## config.mk

```make
export PLATFORM = sky130hd
export DESIGN_NAME = mtfc_cell
export DESIGN_NICKNAME = d
export VERILOG_FILES = /design/src/sv/mtfc_pkg.sv /design/src/sv/mtfc_cell.sv
export SDC_FILE = /design/constraint.sdc
export NUM_CORES = 1
export LEC_CHECK = 0
export ABC_AREA = 1
export BUFFER_PORTS_ARGS = -buffer_cell sky130_fd_sc_hd__buf_2
export CAP_MARGIN = 20
export CELL_PAD_IN_SITES_DETAIL_PLACEMENT = 1
export CELL_PAD_IN_SITES_GLOBAL_PLACEMENT = 2
export CORE_MARGIN = 2
export CORE_UTILIZATION = 17
export CTS_BUF_LIST = sky130_fd_sc_hd__clkbuf_4 sky130_fd_sc_hd__clkbuf_8 sky130_fd_sc_hd__clkbuf_16
export CTS_CLUSTER_DIAMETER = 200
export DETAILED_ROUTE_END_ITERATION = 10
export MAX_ROUTING_LAYER = met4
export PLACE_DENSITY = 0.74
export SLEW_MARGIN = 10
export SYNTH_ARGS = -nofsm -noshare
export SYNTH_HDL_FRONTEND = slang
export SYNTH_SLANG_ARGS = --single-unit
```

## constraint.sdc

```tcl
create_clock -name clk -period 1.6 [get_ports clk]
set_clock_uncertainty 0.2 [all_clocks]
set_input_delay 0.24 -clock clk [delete_from_list [all_inputs] [get_ports clk]]
set_output_delay 0.24 -clock clk [all_outputs]
set_load 0.005 [all_outputs]
```

## src/sv/mtfc_pkg.sv

```systemverilog
// ----------------------------------------------------------------------------
// mtfc_pkg
// Types and constants shared by the move-to-front codec modules.
// ----------------------------------------------------------------------------
package mtfc_pkg;

  localparam int SYM_W     = 8;
  localparam int POS_W     = 8;
  localparam int LEN_W     = 9;
  localparam int GRP_SIZE  = 16;
  localparam int GRP_BITS  = 4;

  localparam logic [1:0] OP_LOAD   = 2'd0;
  localparam logic [1:0] OP_ENCODE = 2'd1;
  localparam logic [1:0] OP_DECODE = 2'd2;

  localparam logic REG_LIST_SIZE = 1'b0;

  typedef struct packed {
    logic [1:0]       opcode;
    logic [SYM_W-1:0] symbol_in;
    logic [POS_W-1:0] position_in;
  } in_item_t;

  typedef struct packed {
    logic [POS_W-1:0] position_out;
    logic [SYM_W-1:0] symbol_out;
    logic             miss;
  } out_item_t;

  // broadcast from the sequencer to every cell
  typedef struct packed {
    logic [1:0]       op;
    logic [SYM_W-1:0] key;
    logic [POS_W-1:0] pos;
    logic [LEN_W-1:0] act_len;
    logic             hit_en;
    logic             move_en;
    logic             load_en;
    logic [POS_W-1:0] front_pos;
  } cell_ctl_t;

  typedef struct packed {
    logic                any;
    logic [GRP_BITS-1:0] off;
    logic [SYM_W-1:0]    sym;
  } grp_res_t;

  typedef enum logic [2:0] {
    S_IDLE,
    S_MATCH,
    S_GROUP,
    S_SELECT,
    S_MOVE
  } state_t;

endpackage

```

## src/sv/mtfc_cell.sv

```systemverilog
// ----------------------------------------------------------------------------
// mtfc_cell
// One list slot: holds a symbol, flags a hit, takes its neighbor's symbol on
// a move-to-front shift.
// ----------------------------------------------------------------------------
module mtfc_cell #(
  parameter int INDEX = 0
) (
  input  logic                     clk,
  input  logic                     rst,
  input  mtfc_pkg::cell_ctl_t      ctl,
  input  logic [mtfc_pkg::SYM_W-1:0] prev_sym,
  output logic [mtfc_pkg::SYM_W-1:0] sym,
  output logic                     hit
);
  import mtfc_pkg::*;

  localparam logic [LEN_W-1:0] IDX = LEN_W'(INDEX);

  logic hit_next;
  logic active;

  assign active = IDX < ctl.act_len;

  always_comb begin
    unique case (ctl.op)
      OP_ENCODE: hit_next = active && (sym == ctl.key);
      OP_DECODE: hit_next = active && (IDX == {1'b0, ctl.pos});
      default:   hit_next = 1'b0;
    endcase
  end

  always_ff @(posedge clk) begin
    if (ctl.hit_en) begin
      hit <= hit_next;
    end
  end

  // cell 0 sees the front symbol as its neighbor
  always_ff @(posedge clk) begin
    if (rst) begin
      sym <= SYM_W'(INDEX);
    end else if (ctl.load_en && (IDX == {1'b0, ctl.pos})) begin
      sym <= ctl.key;
    end else if (ctl.move_en && (IDX <= {1'b0, ctl.front_pos})) begin
      sym <= prev_sym;
    end
  end

endmodule

```

==> impl_metrics.csv <==
group,metric,value,unit
routing,vias,856,
clock_network,post_cts_resized,0,
clock_network,hold_buffers,0,
timing,finalMaxSlewViolations,0,
timing,worst_pin_slew,0.2536,ns
timing,period_share,0.7808,
synthesis,yosysWarnings,0,
critical_path,required,1.48,ns
clock_network,cts_buffers,3,
critical_path,path_class,"flip-flop to flip-flop",
timing,max_freq,0.8005,GHz
global_route,grt_max_degree,17,
global_route,grt_overflow,0,
job,maxCapViolations,0,
clock_network,clockRootBuffer,"clkbuf_8",
power_and_ir_drop,powerDensity,669.7,nW/µm²
synthesis,synth-seq-cells,9,
routing,detail_route.iter0.violations,31,
clock_network,clock-sinks,9,
finish,layout_commonest_cell,"buf_2",
min_path,hold_path.class,"primary input to flip-flop",
global_route,grt_use_total,0.1063,
timing,rsz0062_at_grt,"false",
die,dieWidth,68.60,µm
die,start_util,0.1774,
synthesis,netlist-cell-type-count,19,
global_route,antenna_found_initial,0,
finish,instances_no_fill,206,
timing,fin_tns_setup,0,ns
critical_path,crit_path_start_kind,"flip-flop",
routing,ant_nets,0,
timing,setup_viol,0,
power_and_ir_drop,ir_drop,0.2357,mV
synthesis,synthesis.nets,157,
place,hpwlAfterDp,1.975,mm
routing,dr.pass1.iters,4,
power_and_ir_drop,power.total,691.3,µW
timing,holdWs,0.005293,ns
finish,final_area,1032,µm²
die,ios,57,
critical_path,path_max_fanout,3,
place,io_buffers,48,
global_route,grt_pass1_vias,948,
critical_path,worst_setup_path_end_kind,"flip-flop",
timing,post-route-min-period,1.249,ns
critical_path,r2r-start,"sym[1]$_SDFFE_PP0P_",
place,gp_congestion,0.6831,
synthesis,synth-seq-area-share,0.2681,
min_path,min_from,"ctl[10]",
routing,drc_errors,0,
timing,relSlewSlack,0.8307,
clock_network,post_cts_buffers,0,
critical_path,cp.arrival,1.13,ns
finish,diodes,0,
place,place_ws,0.09773,ns
power_and_ir_drop,power_leakage,0.5616,nW
global_route,grt_pass1_wl,3.691,mm
outcome,status,"finished, final reports clean",
place,placedCellCount,202,
finish,final_core_utilization,0.2581,
timing,hold_viol,0,
die,die_area,4706,µm²
die,core,4000,µm²
finish,final_nets,206,
synthesis,synth_area,709.4,µm²
clock_network,clk_latency,0.23,ns
finish,layout_common_cells,"buf_2, nand2_1, nand3_1",
critical_path,crit_start,"sym[1]$_SDFFE_PP0P_",
clock_network,clock_path_buffers,2,
timing,setup_ws,0.3507,ns
die,die_h,68.60,µm
clock_network,h-tree-depth,1,
place,dpl-instance-area,983.4,µm²
synthesis,synth_cells,108,
die,rows,23,
routing,routed_via_density,4.155,
synthesis,synth_area_per_cell,6.569,µm²
routing,totalWireLength,2.306,mm
finish,fillers,515,
routing,wl_per_cell,11.19,µm
clock_network,clk_pin_slew_worst_paths,0.05,ns
clock_network,cts_tree,"built",
finish,syn2layout_area_growth,45.50,%
finish,drive_gt1_frac,0.4103,
==> cell families (layout without fill, tap and decap cells) <==
| kind of cell | after synthesis | in the layout | share of synthesized area |
|---|---|---|---|
| simple gates | 64 | 64 | 0.4303 |
| buf+inv | 16 | 64 | 0.1040 |
| compound gates | 10 | 10 | 0.08112 |
| flops | 9 | 9 | 0.2681 |
| xor+xnor | 8 | 8 | 0.09877 |
| fa+ha+maj | 1 | 1 | 0.01763 |
==> report_power, final <==
| group | switching, mW | internal (mW) |
|---|---|---|
| combinational | 0.0755 | 0.0789 |
| sequential | 0.0107 | 0.242 |
| clock | 0.0936 | 0.191 |
==> synth_stat cells, drive strengths merged <==
library cell | n | area share
dfxtp | 8 | 0.23
o21ai | 1 | 0.0070
edfxtp | 1 | 0.042
nand2 | 34 | 0.21
clkbuf | 1 | 0.0070
inv | 12 | 0.063
a21oi | 9 | 0.074
xnor2 | 8 | 0.099
ha | 1 | 0.018
nor2 | 13 | 0.099
nand3 | 17 | 0.12
buf | 3 | 0.034
==> critical path: stages (launching register included) <==
cell and delay (ns):
dfxtp_1 0.37, xnor2_1 0.13, nand2_1 0.07, nor2_1 0.12, nand2_1 0.08, a21oi_1 0.13
==> state kept, by name, indices dropped and copies added (netlist names) <==
name  cells
sym       8
hit       1
==> per-layer routing <==
| layer | GRT usage | vias up | part of all wire | routed length [µm] |
|---|---|---|---|---|
| li1 | - | 434 | - | - |
| met3 | 0.03084 | 4 | 0.097 | 224 |
| met1 | 0.1117 | 381 | 0.40 | 931 |
| met4 | 0.02250 | 0 | 0.0061 | 14 |
| met2 | 0.1959 | 37 | 0.49 | 1136 |
| met5 | - | - | 0 | 0 |
==> final timing paths <==
check	to	slack [ns]	cells past startpoint
worst min register to register	sym[6]$_SDFFE_PP0P_	0.32	2
worst max register to register	hit$_SDFFCE_PN0P_	0.35	5
worst min-delay path	hit$_SDFFCE_PN0P_	0.005	1
worst max-delay path	hit$_SDFFCE_PN0P_	0.35	5
==> area by class of cell <==
type,count,area [µm²],area share
inverters,12,45.04,0.04364
well taps,50,62.56,0.06061
repair buffers,48,240.2,0.2327
clock buffers,4,48.80,0.04727
flip-flops and latches,9,190.2,0.1842
multi-input cells,83,445.4,0.4315
(Power assumes the default switching activity.)
