**config.mk**
```make
export PLATFORM = sky130hd
export DESIGN_NAME = mtfc_group
export DESIGN_NICKNAME = d
export VERILOG_FILES = /design/src/sv/mtfc_pkg.sv /design/src/sv/mtfc_group.sv
export SDC_FILE = /design/constraint.sdc
export NUM_CORES = 1
export LEC_CHECK = 0
export BUFFER_PORTS_ARGS = -buffer_cell sky130_fd_sc_hd__buf_2
export CAP_MARGIN = 20
export CELL_PAD_IN_SITES_DETAIL_PLACEMENT = 1
export CELL_PAD_IN_SITES_GLOBAL_PLACEMENT = 1
export CORE_MARGIN = 2
export CORE_UTILIZATION = 23
export DETAILED_ROUTE_END_ITERATION = 16
export PLACE_DENSITY = 0.78
export SLEW_MARGIN = 10
export SYNTH_ARGS = -nofsm -noshare
export SYNTH_HDL_FRONTEND = slang
export SYNTH_SLANG_ARGS = --single-unit
```
**constraint.sdc**
```tcl
create_clock -name clk -period 1.3 [get_ports clk]
set_input_delay 0.26 -clock clk [delete_from_list [all_inputs] [get_ports clk]]
set_output_delay 0.26 -clock clk [all_outputs]
set_load 0.01 [all_outputs]
```
**src/sv/mtfc_pkg.sv**
```systemverilog
// ----------------------------------------------------------------------------
// mtfc_pkg
// Types and constants shared by the move-to-front codec modules.
// ----------------------------------------------------------------------------
package mtfc_pkg;

  localparam int SYM_W     = 8;
  localparam int POS_W     = 8;
  localparam int LEN_W     = 9;
  localparam int GRP_SIZE  = 16;
  localparam int GRP_BITS  = 4;

  localparam logic [1:0] OP_LOAD   = 2'd0;
  localparam logic [1:0] OP_ENCODE = 2'd1;
  localparam logic [1:0] OP_DECODE = 2'd2;

  localparam logic REG_LIST_SIZE = 1'b0;

  typedef struct packed {
    logic [1:0]       opcode;
    logic [SYM_W-1:0] symbol_in;
    logic [POS_W-1:0] position_in;
  } in_item_t;

  typedef struct packed {
    logic [POS_W-1:0] position_out;
    logic [SYM_W-1:0] symbol_out;
    logic             miss;
  } out_item_t;

  // broadcast from the sequencer to every cell
  typedef struct packed {
    logic [1:0]       op;
    logic [SYM_W-1:0] key;
    logic [POS_W-1:0] pos;
    logic [LEN_W-1:0] act_len;
    logic             hit_en;
    logic             move_en;
    logic             load_en;
    logic [POS_W-1:0] front_pos;
  } cell_ctl_t;

  typedef struct packed {
    logic                any;
    logic [GRP_BITS-1:0] off;
    logic [SYM_W-1:0]    sym;
  } grp_res_t;

  typedef enum logic [2:0] {
    S_IDLE,
    S_MATCH,
    S_GROUP,
    S_SELECT,
    S_MOVE
  } state_t;

endpackage

```
**src/sv/mtfc_group.sv**
```systemverilog
// ----------------------------------------------------------------------------
// mtfc_group
// Registered first-hit encoder over one group of cells: offset of the lowest
// hit and the symbol held there.
// ----------------------------------------------------------------------------
module mtfc_group (
  input  logic                                       clk,
  input  logic [mtfc_pkg::GRP_SIZE-1:0]              hit,
  input  logic [mtfc_pkg::GRP_SIZE-1:0][mtfc_pkg::SYM_W-1:0] sym,
  output mtfc_pkg::grp_res_t                         res
);
  import mtfc_pkg::*;

  grp_res_t res_next;

  always_comb begin
    res_next = '0;
    for (int k = GRP_SIZE - 1; k >= 0; k--) begin
      if (hit[k]) begin
        res_next.any = 1'b1;
        res_next.off = GRP_BITS'(k);
        res_next.sym = sym[k];
      end
    end
  end

  always_ff @(posedge clk) begin
    res <= res_next;
  end

endmodule

```
==> results.yml, run 1 <==
critical_path:
  arrival_ns: 1.34
  cp.required_ns: 1.44
  critPathLaunch: "hit[8]"
  end_kind: "flop"
  path_class: "in -> reg"
  cp_max_fo: 8
  critPathLaunchType: "primary input"
timing:
  rsz0062_at_grt: "no"
  finalSetupViolations: 0
  finalCriticalPeriod_ns: 1.205
  fin_crit_sh: 0.9267
  fmax_ghz: 0.8301
  worst_pin_slew_ns: 0.6573
  final-hold-violation-count: 0
  slew_violations: 0
  slew_headroom: 0.5609
  tns_ns: 0
  fin_ws_ns: 0.09528
placed_design:
  placedCellCount: 491
  detailed_place_hpwl_um: 7633
  pre_cts_ws_ns: -0.2193
  gp_congestion: 0.8250
  portBuffers: 157
layout:
  reg_top3: "res: 13 flops"
  fin_nets: 539
  largest-register: "res"
  area_growth_pct: 59.46
  fillCellCount: 998
  n_antenna_cell: 0
  largest_reg_flops: 13
  layout.cells.non_filler: 495
  drive_above_1_share: 0.5700
logic_synthesis:
  synth_top_area_cell: "dfxtp_1"
  synth.cell_area_sq_mm: 0.001812
  yosysSeqAreaShare: 0.1436
  ys_warn_count: 0
  syn_nets: 368
  synth_edf_count: 0
  synth_cell_types: 38
  syn_area_per_cell_sq_um: 8.124
  synth-main-ff-cell: "dfxtp_1"
  synth_top_area_frac: 0.1436
  yosys-top-cells-area: "dfxtp_1, a221o_1, a221oi_1, a2bb2oi_2, nor3_4"
  synth_cells: 223
  synth_common_cells: "inv_1, nand2_1, a221o_1, a221oi_1, nor2b_1"
  asyncSetResetFlopFracSynth: 0
  yosysMostFrequentCell: "inv_1"
  ys_seq_elements: 13
routing:
  drc_errors: 0
  drt-initial-drc-count: 73
  dr_total_vias: 2488
  routedWlPerCell_um: 18.01
  drt_wl_total_um: 8916
  vias_per_cell: 5.026
  ant_nets: 0
  first_pass_iters: 4
clock_tree:
  cts.sinks: 13
  cts_tree: "yes"
  cts_buffer_depth: 2
  clkTransAtPathRegs_ns: 0.07
  numCtsBuffers: 3
  cts_root_buf: "clkbuf_8"
  ctsHtreeMaxLevel: 1
hold_path:
  hold_start: "sym[27]"
  hp-class: "in -> reg"
  hold_end: "res[3]"
  min_path_cells: 4
global_route:
  grtUsageTotal: 0.2014
  antenna_found_initial: 0
  grt_pass1_wl_um: 13580
  grt_pass1_vias: 2691
  grt_max_degree: 19
  gr-total-overflow: 0
flow_run:
  cap_viol_max_count: 0
power_and_ir_drop:
  p_total_mw: 1.634
  power.density_mw_per_mm2: 565.8
  leakage_nw: 1.369
  vdd_drop_max_v: 0.0002162
floorplan:
  io_pins: 158
  fp.dieH_um: 92.76
  row_count: 32
  dieWidth_um: 92.76
  core_area_sq_mm: 0.007687
  dieArea_sq_mm: 0.008603
  initial_utilization: 0.2357
run_status:
  status: "completed"
## kinds of logic (layout without fill, tap and decap cells)
kind of cell	count (synthesis)	count (layout)	synth area share
DFF	13	13	0.1436
and+or+nand+nor	83	83	0.3225
AOI/OAI and AO/OA	89	89	0.4289
buffers and inverters	38	208	0.1050
## cell usage in the layout (no fill, tap or decap), drive strengths merged, types with 6 or more instances in the layout
master,synthesis,routed
o22ai,8,8
or2,8,8
o2111ai,7,7
a221oi,14,14
a2bb2oi,7,7
nand2,15,15
nor2,8,8
nor3,12,12
nand3,8,8
a221o,14,14
o211ai,9,9
inv,17,17
nor3b,10,10
o21ai,6,6
dfxtp,13,13
buf,14,187
nor2b,14,14
a21oi,9,9
o31a,7,7
## power by group
part / total, mW / internal, mW / switching, mW
clock: 0.388 / 0.217 / 0.171
sequential: 0.444 / 0.433 / 0.0110
combinational: 0.802 / 0.405 / 0.397
total: 1.63 / 1.06 / 0.579
## critical path, cell delays in order
cell and delay, ns:
buf_2 0.13, or2_1 0.32, a221oi_1 0.26, o31a_1 0.26, o211ai_2 0.10
## how the worst max path moves through the flow
stage | endpoint | slack, ns | cells after the start
6_report | res[4] | 0.1 | 5
5_1_grt | res[3] | 0.01 | 5
4_1_cts | res[0] | 0.04 | 5
3_5_place_dp | res[0] | -0.22 | 5
3_3_place_gp | res[8] | -0.17 | 6
2_1_floorplan | res[0] | 0.05 | 6
## timing repair
action	CTS	global route
resized for setup	0	4
setup buffers	0	0
endpoints found under the setup margin	0	7
hold buffers	0	0
## metal layers
layer,wire (um),vias up,GRT usage
li1,-,1209,-
met1,3581,1157,0.2302
met2,4476,112,0.3777
met3,730,10,0.04068
met4,127,0,0.05515
met5,0,-,0
## area by class of cell
cell class,instances,area (sq um),area share
Tap cell,102,127.6,0.04417
Inverter,17,63.81,0.02209
Timing Repair Buffer,187,1023,0.3543
Multi-Input combinational cell,172,1369,0.4738
Sequential cell,13,260.3,0.09008
Clock buffer,4,45.04,0.01559
## per-stage QoR
stage / util / instance area [sq um] / hold WS [ns]
floorplan: - / 1812 / 0.4692
global placement: 0.3690 / 2836 / 0.6050
detailed placement: 0.3690 / 2836 / 0.6096
CTS: 0.3748 / 2882 / 0.3486
global route: 0.3758 / 2889 / 0.3556
finish: 0.3758 / 2889 / 0.3522
(Power assumes the default switching activity.)
==> inputs of run 2 (changes only) <==
--- a/config.mk
+++ b/config.mk
@@ -5,14 +5,14 @@
 export SDC_FILE = /design/constraint.sdc
 export NUM_CORES = 1
 export LEC_CHECK = 0
-export BUFFER_PORTS_ARGS = -buffer_cell sky130_fd_sc_hd__buf_2
 export CAP_MARGIN = 20
 export CELL_PAD_IN_SITES_DETAIL_PLACEMENT = 1
 export CELL_PAD_IN_SITES_GLOBAL_PLACEMENT = 1
 export CORE_MARGIN = 2
-export CORE_UTILIZATION = 23
+export CORE_UTILIZATION = 30
 export DETAILED_ROUTE_END_ITERATION = 16
-export PLACE_DENSITY = 0.78
+export DONT_BUFFER_PORTS = 1
+export PLACE_DENSITY = 0.6
 export SLEW_MARGIN = 10
 export SYNTH_ARGS = -nofsm -noshare
 export SYNTH_HDL_FRONTEND = slang
==> constraint.sdc (replaced) <==
create_clock -name clk -period 1.4 [get_ports clk]
set_input_delay 0.28 -clock clk [delete_from_list [all_inputs] [get_ports clk]]
set_output_delay 0.28 -clock clk [all_outputs]
set_load 0.01 [all_outputs]
==> run 2 against run 1 <==
Compared with the run above:
- final area down 36%
- largest cell class unchanged
- cell count down 43%
- highest routed layer unchanged
- power down 30%
- critical path type unchanged
- die area down 22%
==> results.yml, run 2 (same netlist as run 1, synthesis figures left out) <==
power_and_ir_drop:
  p_total_mw: 1.140
  leakage_nw: 0.6196
  power.density_mw_per_mm2: 613.3
  vdd_drop_max_v: 0.0002678
floorplan:
  dieArea_sq_mm: 0.006677
  io_pins: 158
  fp.dieH_um: 81.71
  dieWidth_um: 81.71
  row_count: 28
  core_area_sq_mm: 0.005886
  initial_utilization: 0.3078
critical_path:
  critPathLaunchType: "primary input"
  crit_buf_inv: 0
  end_kind: "flop"
  cp_max_fo: 7
  crit_end: "res[3]"
  cp.required_ns: 1.57
  cp_cell_sequence: "nor2b_1, a221o_1, nand3_1, o211ai_2"
  cp_top_family: "simple AND/OR/NAND/NOR gates"
  cp_num_cells: 4
  path_class: "in -> reg"
  slowest_stage: "nor2b_1"
  slowest_delay_ns: 0.65
  arrival_ns: 1.39
  critPathLaunch: "hit[7]"
global_route:
  grt_busiest_layer: "met2"
  grt_pass1_wl_um: 9701
  grt_max_degree: 20
  grtUsageTotal: 0.1961
  gr-total-overflow: 0
  use_met1: 0.2424
  grt_use_met2: 0.3393
  grt_pass1_vias: 1823
  met3_usage: 0.03736
  antenna_found_initial: 0
timing:
  fin_crit_sh: 0.8693
  fmax_ghz: 0.8217
  finalCriticalPeriod_ns: 1.217
  slew_violations: 0
  rsz0062_at_grt: "no"
  slew_headroom: 0.4429
  tns_ns: 0
  final-hold-violation-count: 0
  finalSetupViolations: 0
  worst_pin_slew_ns: 0.8340
clock_tree:
  cts_hold_buf: 0
  cts_buffer_depth: 2
  cts_root_buf: "clkbuf_8"
  post-cts-setup-buffers: 0
  cts_tree: "yes"
  cts.sinks: 13
  clkTransAtPathRegs_ns: 0.06
  numCtsBuffers: 3
  cts_resized: 0
  ctsHtreeMaxLevel: 1
layout:
  fin_nets: 355
  n_antenna_cell: 0
  largest_reg_flops: 13
  area_growth_pct: 2.624
  largest-register: "res"
  drive_above_1_share: 0.1770
  reg_top3: "res: 13 flops"
  final_common_cell: "inv_1"
  layout_common_cells: "inv_1, nand2_1, nor2b_1, a221oi_1, a221o_1"
hold_path:
  hp-class: "in -> reg"
routing:
  first_pass_iters: 4
  drc_errors: 0
  ant_nets: 0
  vias_per_cell: 6.359
  drt_wl_total_um: 7038
  dr_total_vias: 1806
  routedWlPerCell_um: 24.78
  drt-initial-drc-count: 63
run_status:
  status: "completed"
flow_run:
  cap_viol_max_count: 0
placed_design:
  detailed_place_hpwl_um: 5967
  gp_congestion: 0.7897
  portBuffers: 0
[run 2: per-stage QoR]
stage,instances,hold slack (ns),area (sq um),utilization,setup slack (ns)
final,284,0.2638,1859,0.3159,0.1830
after global routing,284,0.2734,1859,0.3159,0.1456
after CTS,284,0.2560,1859,0.3159,0.2400
after detailed placement,280,0.5178,1814,0.3082,-0.01691
after global placement,280,0.5157,1814,0.3082,0.02401
after floorplan,223,0.4892,1812,-,0.1298
[run 2: worst min path at each step]
| stage | startpoint | to | slack [ns] | depth (start not counted) |
|---|---|---|---|---|
| global placement | hit[0] | res[7] | 0.52 | 3 |
| global route | hit[0] | res[0] | 0.27 | 3 |
| CTS | hit[0] | res[1] | 0.26 | 3 |
| finish | hit[0] | res[1] | 0.26 | 3 |
| detailed placement | hit[0] | res[1] | 0.52 | 3 |
| floorplan | hit[12] | res[12] | 0.49 | 4 |
[run 2: final cells by class]
| type | count | area (sq um) |
|---|---|---|
| Sequential cell | 13 | 260.3 |
| Timing Repair Buffer | 3 | 35.03 |
| Clock buffer | 4 | 45.04 |
| Tap cell | 75 | 93.84 |
| Multi-Input combinational cell | 172 | 1361 |
| Fill cell | 728 | 4026 |
| Inverter | 17 | 63.81 |
[run 2: layer usage]
layer	up-vias	wire length (um)
met2	112	3425
met3	7	578
met1	847	2912
met4	0	122
met5	-	0
li1	840	-
[run 2: power breakdown]
| group | internal (mW) | switching, mW | total [mW] |
|---|---|---|---|
| Sequential | 0.403 | 0.0329 | 0.436 |
| Combinational | 0.169 | 0.193 | 0.362 |
| Clock | 0.201 | 0.141 | 0.342 |
| Total | 0.773 | 0.367 | 1.14 |
[run 2: worst min-delay path: stages]
cell and delay (ns):
a2bb2oi_2 0.04, nand2_1 0.07, o211ai_2 0.06
